### src/rtl/core/rmf_pkg.sv
package rmf_pkg;

    localparam int unsigned CFG_INDEX_W = 2;
    localparam int unsigned CFG_DATA_W  = 64;

    localparam logic [15:0] BROADCAST_ID = 16'hffff;

    typedef enum logic [2:0] {
        ST_DISABLED = 3'd0,
        ST_SLEEP    = 3'd1,
        ST_IDLE     = 3'd2,
        ST_LISTEN   = 3'd3,
        ST_RECEIVE  = 3'd4,
        ST_TRANSMIT = 3'd5,
        ST_ACKWAIT  = 3'd6
    } radio_state_t;

    localparam logic [3:0] ACT_ENABLE        = 4'd0;
    localparam logic [3:0] ACT_DISABLE       = 4'd1;
    localparam logic [3:0] ACT_SLEEP         = 4'd2;
    localparam logic [3:0] ACT_IDLE          = 4'd3;
    localparam logic [3:0] ACT_RECEIVE       = 4'd4;
    localparam logic [3:0] ACT_TRANSMIT      = 4'd5;
    localparam logic [3:0] ACT_SEND_COMPLETE = 4'd6;
    localparam logic [3:0] ACT_FRAME         = 4'd7;
    localparam logic [3:0] ACT_TX_DONE_QUERY = 4'd8;

    localparam logic [1:0] STAT_OK      = 2'd0;
    localparam logic [1:0] STAT_BUSY    = 2'd1;
    localparam logic [1:0] STAT_INVALID = 2'd2;
    localparam logic [1:0] STAT_REJECT  = 2'd3;

    localparam logic [1:0] EV_REPLY   = 2'd0;
    localparam logic [1:0] EV_TXDONE  = 2'd1;
    localparam logic [1:0] EV_RXDONE  = 2'd2;
    localparam logic [1:0] EV_IGNORED = 2'd3;

    localparam logic [2:0] FTYPE_ACK = 3'd2;
    localparam logic [2:0] FTYPE_CMD = 3'd3;
    localparam int unsigned ACK_REQ_BIT = 5;

    localparam logic [1:0] DMODE_NONE     = 2'd0;
    localparam logic [1:0] DMODE_RESERVED = 2'd1;
    localparam logic [1:0] DMODE_SHORT    = 2'd2;
    localparam logic [1:0] DMODE_EXT      = 2'd3;

    localparam logic [CFG_INDEX_W-1:0] REG_PAN_ID      = 2'd0;
    localparam logic [CFG_INDEX_W-1:0] REG_SHORT_ADDR  = 2'd1;
    localparam logic [CFG_INDEX_W-1:0] REG_EXT_ADDR    = 2'd2;
    localparam logic [CFG_INDEX_W-1:0] REG_PROMISCUOUS = 2'd3;

    typedef struct packed {
        logic [3:0]  action;
        logic [4:0]  channel;
        logic [7:0]  frame_control_low;
        logic [7:0]  frame_control_high;
        logic [7:0]  seq_number;
        logic [15:0] dst_pan;
        logic [63:0] dst_addr;
    } in_word_t;

    typedef struct packed {
        radio_state_t mode;
        logic [4:0]   listen_channel;
        logic [7:0]   sent_seq;
        logic         sent_wants_ack;
        logic         sent_was_command;
        logic         pending_flag;
    } ctx_t;

    typedef struct packed {
        logic [15:0] pan_id;
        logic [15:0] short_addr;
        logic [63:0] ext_addr;
        logic        promiscuous;
    } cfg_t;

    typedef struct packed {
        logic [1:0]   status;
        logic [1:0]   event_kind;
        logic         data_pending;
        logic         send_ack;
        logic [7:0]   ack_seq;
        logic [4:0]   ack_channel;
        radio_state_t radio_state;
    } res_t;

endpackage

### src/rtl/core/rmf_step.sv
module rmf_step
(
    input  rmf_pkg::in_word_t word,
    input  rmf_pkg::ctx_t     ctx,
    input  rmf_pkg::cfg_t     cfg,
    output rmf_pkg::ctx_t     ctx_next,
    output rmf_pkg::res_t     res
);

    logic       pan_ok;
    logic       short_ok;
    logic       ext_ok;
    logic       frame_passes;
    logic [1:0] dmode;
    logic [2:0] ftype;
    logic       ack_req;

    // destination filter
    always_comb
    begin
        dmode    = word.frame_control_high[3:2];
        ftype    = word.frame_control_low[2:0];
        ack_req  = word.frame_control_low[rmf_pkg::ACK_REQ_BIT];
        pan_ok   = (word.dst_pan == rmf_pkg::BROADCAST_ID) || (word.dst_pan == cfg.pan_id);
        short_ok = (word.dst_addr[15:0] == rmf_pkg::BROADCAST_ID)
                   || (word.dst_addr[15:0] == cfg.short_addr);
        ext_ok   = (word.dst_addr == cfg.ext_addr);
        case (dmode)
            rmf_pkg::DMODE_NONE:     frame_passes = 1'b1;
            rmf_pkg::DMODE_SHORT:    frame_passes = pan_ok && short_ok;
            rmf_pkg::DMODE_EXT:      frame_passes = pan_ok && ext_ok;
            rmf_pkg::DMODE_RESERVED: frame_passes = 1'b0;
            default:                 frame_passes = 1'b0;
        endcase
    end

    // next state and result
    always_comb
    begin
        ctx_next         = ctx;
        res              = '0;
        res.status       = rmf_pkg::STAT_OK;
        res.event_kind   = rmf_pkg::EV_REPLY;
        unique case (word.action)
            rmf_pkg::ACT_ENABLE:
            begin
                if (ctx.mode == rmf_pkg::ST_DISABLED)
                    ctx_next.mode = rmf_pkg::ST_SLEEP;
                else
                    res.status = rmf_pkg::STAT_BUSY;
            end
            rmf_pkg::ACT_DISABLE:
            begin
                ctx_next.mode = rmf_pkg::ST_DISABLED;
            end
            rmf_pkg::ACT_SLEEP:
            begin
                if (ctx.mode == rmf_pkg::ST_IDLE)
                    ctx_next.mode = rmf_pkg::ST_SLEEP;
                else
                    res.status = rmf_pkg::STAT_BUSY;
            end
            rmf_pkg::ACT_IDLE:
            begin
                if (ctx.mode == rmf_pkg::ST_DISABLED || ctx.mode == rmf_pkg::ST_RECEIVE)
                    res.status = rmf_pkg::STAT_BUSY;
                else
                    ctx_next.mode = rmf_pkg::ST_IDLE;
            end
            rmf_pkg::ACT_RECEIVE:
            begin
                if (ctx.mode == rmf_pkg::ST_IDLE)
                begin
                    ctx_next.mode           = rmf_pkg::ST_LISTEN;
                    ctx_next.listen_channel = word.channel;
                end
                else
                begin
                    res.status = rmf_pkg::STAT_BUSY;
                end
            end
            rmf_pkg::ACT_TRANSMIT:
            begin
                if (ctx.mode == rmf_pkg::ST_IDLE)
                begin
                    ctx_next.mode             = rmf_pkg::ST_TRANSMIT;
                    ctx_next.pending_flag     = 1'b0;
                    ctx_next.sent_seq         = word.seq_number;
                    ctx_next.sent_wants_ack   = ack_req;
                    ctx_next.sent_was_command = (ftype == rmf_pkg::FTYPE_CMD);
                end
                else
                begin
                    res.status = rmf_pkg::STAT_BUSY;
                end
            end
            rmf_pkg::ACT_SEND_COMPLETE:
            begin
                if (ctx.mode != rmf_pkg::ST_TRANSMIT)
                begin
                    res.status     = rmf_pkg::STAT_INVALID;
                    res.event_kind = rmf_pkg::EV_IGNORED;
                end
                else if (ctx.sent_wants_ack)
                begin
                    ctx_next.mode = rmf_pkg::ST_ACKWAIT;
                end
                else
                begin
                    ctx_next.mode  = rmf_pkg::ST_IDLE;
                    res.event_kind = rmf_pkg::EV_TXDONE;
                end
            end
            rmf_pkg::ACT_FRAME:
            begin
                res.event_kind = rmf_pkg::EV_IGNORED;
                if (ctx.mode == rmf_pkg::ST_ACKWAIT)
                begin
                    if (ftype == rmf_pkg::FTYPE_ACK && word.seq_number == ctx.sent_seq)
                    begin
                        ctx_next.pending_flag = ctx.pending_flag | ctx.sent_was_command;
                        ctx_next.mode         = rmf_pkg::ST_IDLE;
                        res.event_kind        = rmf_pkg::EV_TXDONE;
                        res.data_pending      = ctx.pending_flag | ctx.sent_was_command;
                    end
                end
                else if (ctx.mode == rmf_pkg::ST_LISTEN && word.channel == ctx.listen_channel)
                begin
                    ctx_next.mode  = rmf_pkg::ST_IDLE;
                    res.event_kind = rmf_pkg::EV_RXDONE;
                    if (!cfg.promiscuous)
                    begin
                        if (!frame_passes)
                        begin
                            res.status = rmf_pkg::STAT_REJECT;
                        end
                        else if (ack_req)
                        begin
                            res.send_ack    = 1'b1;
                            res.ack_seq     = word.seq_number;
                            res.ack_channel = ctx.listen_channel;
                        end
                    end
                end
            end
            rmf_pkg::ACT_TX_DONE_QUERY:
            begin
                if (ctx.mode == rmf_pkg::ST_TRANSMIT || ctx.mode == rmf_pkg::ST_ACKWAIT)
                begin
                    ctx_next.mode    = rmf_pkg::ST_IDLE;
                    res.event_kind   = rmf_pkg::EV_TXDONE;
                    res.data_pending = ctx.pending_flag;
                end
                else
                begin
                    res.status = rmf_pkg::STAT_INVALID;
                end
            end
            default:
            begin
                res.event_kind = rmf_pkg::EV_IGNORED;
            end
        endcase
        res.radio_state = ctx_next.mode;
    end

endmodule

### src/rtl/core/radio_mac_state_and_rx_filter_top.sv
// a word passes from the input register through the combinational step into the result register
// throughput: one word per cycle while the receiver takes results, input register and result register both stall-aware
// the radio state advances when a word moves from the input register to the result register
// reset (asynchronous, active low): radio disabled, state and configuration registers and addresses zero,
// both pipeline registers empty
module radio_mac_state_and_rx_filter_top
(
    input  logic                              clk,
    input  logic                              rst_n,

    input  logic                              cfg_we,
    input  logic [rmf_pkg::CFG_INDEX_W-1:0]   cfg_index,
    input  logic [rmf_pkg::CFG_DATA_W-1:0]    cfg_data,

    input  logic                              in_valid,
    output logic                              in_ready,
    input  logic [3:0]                        action,
    input  logic [4:0]                        channel,
    input  logic [7:0]                        frame_control_low,
    input  logic [7:0]                        frame_control_high,
    input  logic [7:0]                        seq_number,
    input  logic [15:0]                       dst_pan,
    input  logic [63:0]                       dst_addr,

    output logic                              out_valid,
    input  logic                              out_ready,
    output logic [1:0]                        status,
    output logic [1:0]                        event_kind,
    output logic                              data_pending,
    output logic                              send_ack,
    output logic [7:0]                        ack_seq,
    output logic [4:0]                        ack_channel,
    output logic [2:0]                        radio_state
);

    logic              in_valid_reg;
    rmf_pkg::in_word_t in_word_reg;
    logic              out_valid_reg;
    rmf_pkg::res_t     res_reg;
    rmf_pkg::res_t     res_next;
    rmf_pkg::ctx_t     ctx_reg;
    rmf_pkg::ctx_t     ctx_next;
    rmf_pkg::cfg_t     cfg_reg;
    logic              advance;
    logic              in_take;

    assign advance  = in_valid_reg && (!out_valid_reg || out_ready);
    assign in_ready = !in_valid_reg || advance;
    assign in_take  = in_valid && in_ready;

    rmf_step u_step
    (
        .word     (in_word_reg),
        .ctx      (ctx_reg),
        .cfg      (cfg_reg),
        .ctx_next (ctx_next),
        .res      (res_next)
    );

    // configuration registers
    always_ff @(posedge clk or negedge rst_n)
    begin
        if (!rst_n)
        begin
            cfg_reg <= '0;
        end
        else if (cfg_we)
        begin
            unique case (cfg_index)
                rmf_pkg::REG_PAN_ID:      cfg_reg.pan_id      <= cfg_data[15:0];
                rmf_pkg::REG_SHORT_ADDR:  cfg_reg.short_addr  <= cfg_data[15:0];
                rmf_pkg::REG_EXT_ADDR:    cfg_reg.ext_addr    <= cfg_data;
                rmf_pkg::REG_PROMISCUOUS: cfg_reg.promiscuous <= cfg_data[0];
                default:                  cfg_reg             <= cfg_reg;
            endcase
        end
    end

    // radio state register
    always_ff @(posedge clk or negedge rst_n)
    begin
        if (!rst_n)
        begin
            ctx_reg.mode             <= rmf_pkg::ST_DISABLED;
            ctx_reg.listen_channel   <= '0;
            ctx_reg.sent_seq         <= '0;
            ctx_reg.sent_wants_ack   <= 1'b0;
            ctx_reg.sent_was_command <= 1'b0;
            ctx_reg.pending_flag     <= 1'b0;
        end
        else if (advance)
        begin
            ctx_reg <= ctx_next;
        end
    end

    // pipeline valids
    always_ff @(posedge clk or negedge rst_n)
    begin
        if (!rst_n)
        begin
            in_valid_reg  <= 1'b0;
            out_valid_reg <= 1'b0;
        end
        else
        begin
            if (in_ready)
                in_valid_reg <= in_valid;
            if (advance)
                out_valid_reg <= 1'b1;
            else if (out_ready)
                out_valid_reg <= 1'b0;
        end
    end

    // payload words
    always_ff @(posedge clk)
    begin
        if (in_take)
        begin
            in_word_reg.action             <= action;
            in_word_reg.channel            <= channel;
            in_word_reg.frame_control_low  <= frame_control_low;
            in_word_reg.frame_control_high <= frame_control_high;
            in_word_reg.seq_number         <= seq_number;
            in_word_reg.dst_pan            <= dst_pan;
            in_word_reg.dst_addr           <= dst_addr;
        end
        if (advance)
            res_reg <= res_next;
    end

    assign out_valid    = out_valid_reg;
    assign status       = res_reg.status;
    assign event_kind   = res_reg.event_kind;
    assign data_pending = res_reg.data_pending;
    assign send_ack     = res_reg.send_ack;
    assign ack_seq      = res_reg.ack_seq;
    assign ack_channel  = res_reg.ack_channel;
    assign radio_state  = res_reg.radio_state;

endmodule

### config.mk
export PLATFORM = sky130hd
export DESIGN_NAME = radio_mac_state_and_rx_filter_top
export DESIGN_NICKNAME = d
export VERILOG_FILES = /design/src/rtl/core/rmf_pkg.sv /design/src/rtl/core/rmf_step.sv /design/src/rtl/core/radio_mac_state_and_rx_filter_top.sv
export SDC_FILE = /design/constraint.sdc
export NUM_CORES = 1
export LEC_CHECK = 0
export BUFFER_PORTS_ARGS = -buffer_cell sky130_fd_sc_hd__buf_2
export CAP_MARGIN = 10
export CORE_UTILIZATION = 50
export CTS_BUF_LIST = sky130_fd_sc_hd__clkbuf_4 sky130_fd_sc_hd__clkbuf_8 sky130_fd_sc_hd__clkbuf_16
export CTS_CLUSTER_DIAMETER = 80
export CTS_CLUSTER_SIZE = 14
export DETAILED_ROUTE_END_ITERATION = 7
export PLACE_DENSITY_LB_ADDON = 0.2
export REMOVE_ABC_BUFFERS = 1
export SLEW_MARGIN = 10
export SYNTH_ARGS = -nofsm -noshare
export SYNTH_HDL_FRONTEND = slang
export SYNTH_HIERARCHICAL = 1
export SYNTH_SLANG_ARGS = --single-unit
### constraint.sdc
create_clock -name clk -period 3.6 [get_ports clk]
set_input_delay 0.18 -clock clk [delete_from_list [all_inputs] [get_ports clk]]
set_output_delay 0.18 -clock clk [all_outputs]
set_load 0.05 [all_outputs]
==> results.toml <==
[outcome]
outcome = "completed"

[routing]
postRouteWirelength_mm = 24.60
dr.pass1.iters = 6
dr_total_vias = 6989
wl_per_cell_microns = 18.38
drt_first_iter_violations = 367
vias_per_cell = 5.223
ant_nets = 0
drc_errors = 0

[sta]
fin_skew_ns = 0.01892
finalMaxSlewViolations = 0
period_share_pct = 77.04
relSlewSlack_pct = 37.38
tns_ns = 0
fin_crit_ns = 2.773
rsz0062_at_grt = "false"
fmax_mhz = 360.6
worst_pin_slew_ns = 0.9394
setup_viol_count_final = 0
holdWs_ns = 0.08732
hold_viol_final = 0

[clocking]
cts_root_buf = "clkbuf_16"
clock_sinks = 243
post-cts-setup-buffers = 0
cts_buffers = 21
cts_buffer_depth = 3
clock_latency_ns = 0.51
path_clk_slew_ns = 0.07
cts_tree = "yes"
htreeDepth = 1

[place]
routabilityCongestion = 0.9372
place.detailed.hpwl_mm = 15.56
dp_cells = 1130
io_buffers = 197

[cells_and_area]
multi_input_area_sq_um = 3527
fin_nets = 1237
drive_gt1_share_pct = 36.08
fillers = 1372
seqCellArea_sq_um = 6706
fin_util_pct = 68.76
largest_reg_flops = 103
fin_cells = 1338
area_delta_synth_final_pct = 33.81

[setup_path]
critPathLaunchType = "flip-flop"
cp_top_family = "simple AND/OR/NAND/NOR gates"
crit_chain = "nor2b_1 -> a2111o_1 -> nor4_1 -> nand4_1 -> o21a_2 -> nor4b_2"
crit_type = "flip-flop to flip-flop"
path_max_fanout = 14
arrival_ns = 3.06
cp_slowest_cell = "nor4_1"
worstPathRequired_ns = 3.89
end_kind = "flip-flop"
crit_buf_inv = 0
cp_slowest_stage_delay_ns = 0.50

[logic_synthesis]
syn_area_sq_um = 10470
syn_avg_cell_area_sq_um = 15.26
yosys_warnings = 6
syn_inst = 686

[pwr]
p_per_area_nw_per_um2 = 496.9
ir_drop_uv = 386.0
leakagePower_nw = 5.662
p_total_w = 0.006958

[die]
die_w_microns = 146.7
rows = 52
initial_utilization_pct = 51.39
boundaryPins = 208
die_h_microns = 146.7
core_sq_um = 20360
die_area_sq_um = 21510

[global_routing]
grt.total_usage_pct = 23.25
grt_overflow = 0
grt_max_degree = 75
grt_pass1_wl_mm = 38.77
grt_pass1_vias = 7397
grt_antenna_before_repair = 0

[run]
max-cap-violations = 0

[min_path]
hold_class = "primary input to flip-flop"
[cell type report]
| type | instances | area share [%] |
|---|---|---|
| Sequential cell | 243 | 47.89 |
| Inverter | 11 | 0.2949 |
| Clock buffer | 35 | 4.503 |
| Multi-Input combinational cell | 406 | 25.19 |
| Timing Repair Buffer | 370 | 19.55 |
| Tap cell | 270 | 2.412 |
| Antenna cell | 1 | 0.01787 |
| Clock inverter | 2 | 0.1430 |
[tightest hold or removal path, delay by kind of cell]
kind	cells	cell delay (ns)
AND/OR/NAND/NOR	1	0.09
buffers and inverters	1	0.13
multiplexers	1	0.15
[placed cells by master (no fill, tap or decap), types with 4 or more instances in the layout]
cell type	instances
clkbuf_4	14
a31oi_1	4
dfrtp_1	118
nand2_1	13
edfxtp_1	125
dlygate4sd3_1	170
o2111ai_1	4
nand2b_1	18
clkbuf_16	21
nand4_1	31
o21ai_0	9
nand3_1	4
nor2_1	18
nand3b_1	5
mux2_2	130
a21oi_1	5
a2111o_1	4
xnor2_1	89
inv_1	11
nor4_1	8
nor2b_1	13
buf_2	196
nor4b_2	10
nor4b_1	5
nor3_1	4
[metrics by stage]
| step | setup slack (ns) | cell area [sq um] |
|---|---|---|
| 2_1_floorplan | -0.4476 | 10270 |
| 3_3_place_gp | 0.8906 | 11650 |
| 3_5_place_dp | 0.8842 | 11650 |
| 4_1_cts | 0.8331 | 14000 |
| 5_1_grt | 0.5996 | 14000 |
| 6_report | 0.8266 | 14000 |
[repair_timing]
| action | CTS | global route |
|---|---|---|
| hold endpoints to repair | 246 | 0 |
| gates resized for setup | 0 | 0 |
| setup endpoints to repair | 0 | 0 |
| hold buffers | 170 | 0 |
[routing by layer]
| layer | GRT usage, % | up-vias | part of all wire [%] |
|---|---|---|---|
| li1 | - | 3267 | - |
| met2 | 42.73 | 227 | 53 |
| met4 | 5.781 | 0 | 2.3 |
| met5 | 0 | - | 0 |
| met1 | 28.38 | 3441 | 39 |
| met3 | 3.656 | 54 | 5.2 |
[where the power goes]
group	total [W]	switching, W	internal [W]
Sequential	0.00356	0.000267	0.00330
Clock	0.00218	0.000968	0.00121
Combinational	0.00122	0.000538	0.000679
Total	0.00696	0.00177	0.00518
[worst paths after layout]
| check | slack, ns | depth (start not counted) | to | from |
|---|---|---|---|---|
| max in group asynchronous | 2.50 | 3 | ctx_reg[15] | rst_n |
| min | 0.09 | 3 | cfg_reg[0] | cfg_index[1] |
| min reg2reg | 0.50 | 1 | out_valid | in_valid_reg |
| min in group asynchronous | 0.25 | 2 | cfg_reg[29] | rst_n |
| max reg2reg | 0.83 | 6 | ack_seq[3] | in_word_reg[3] |
| max | 0.83 | 6 | ack_seq[3] | in_word_reg[3] |
Note: power is estimated with default switching activity, not from simulation.
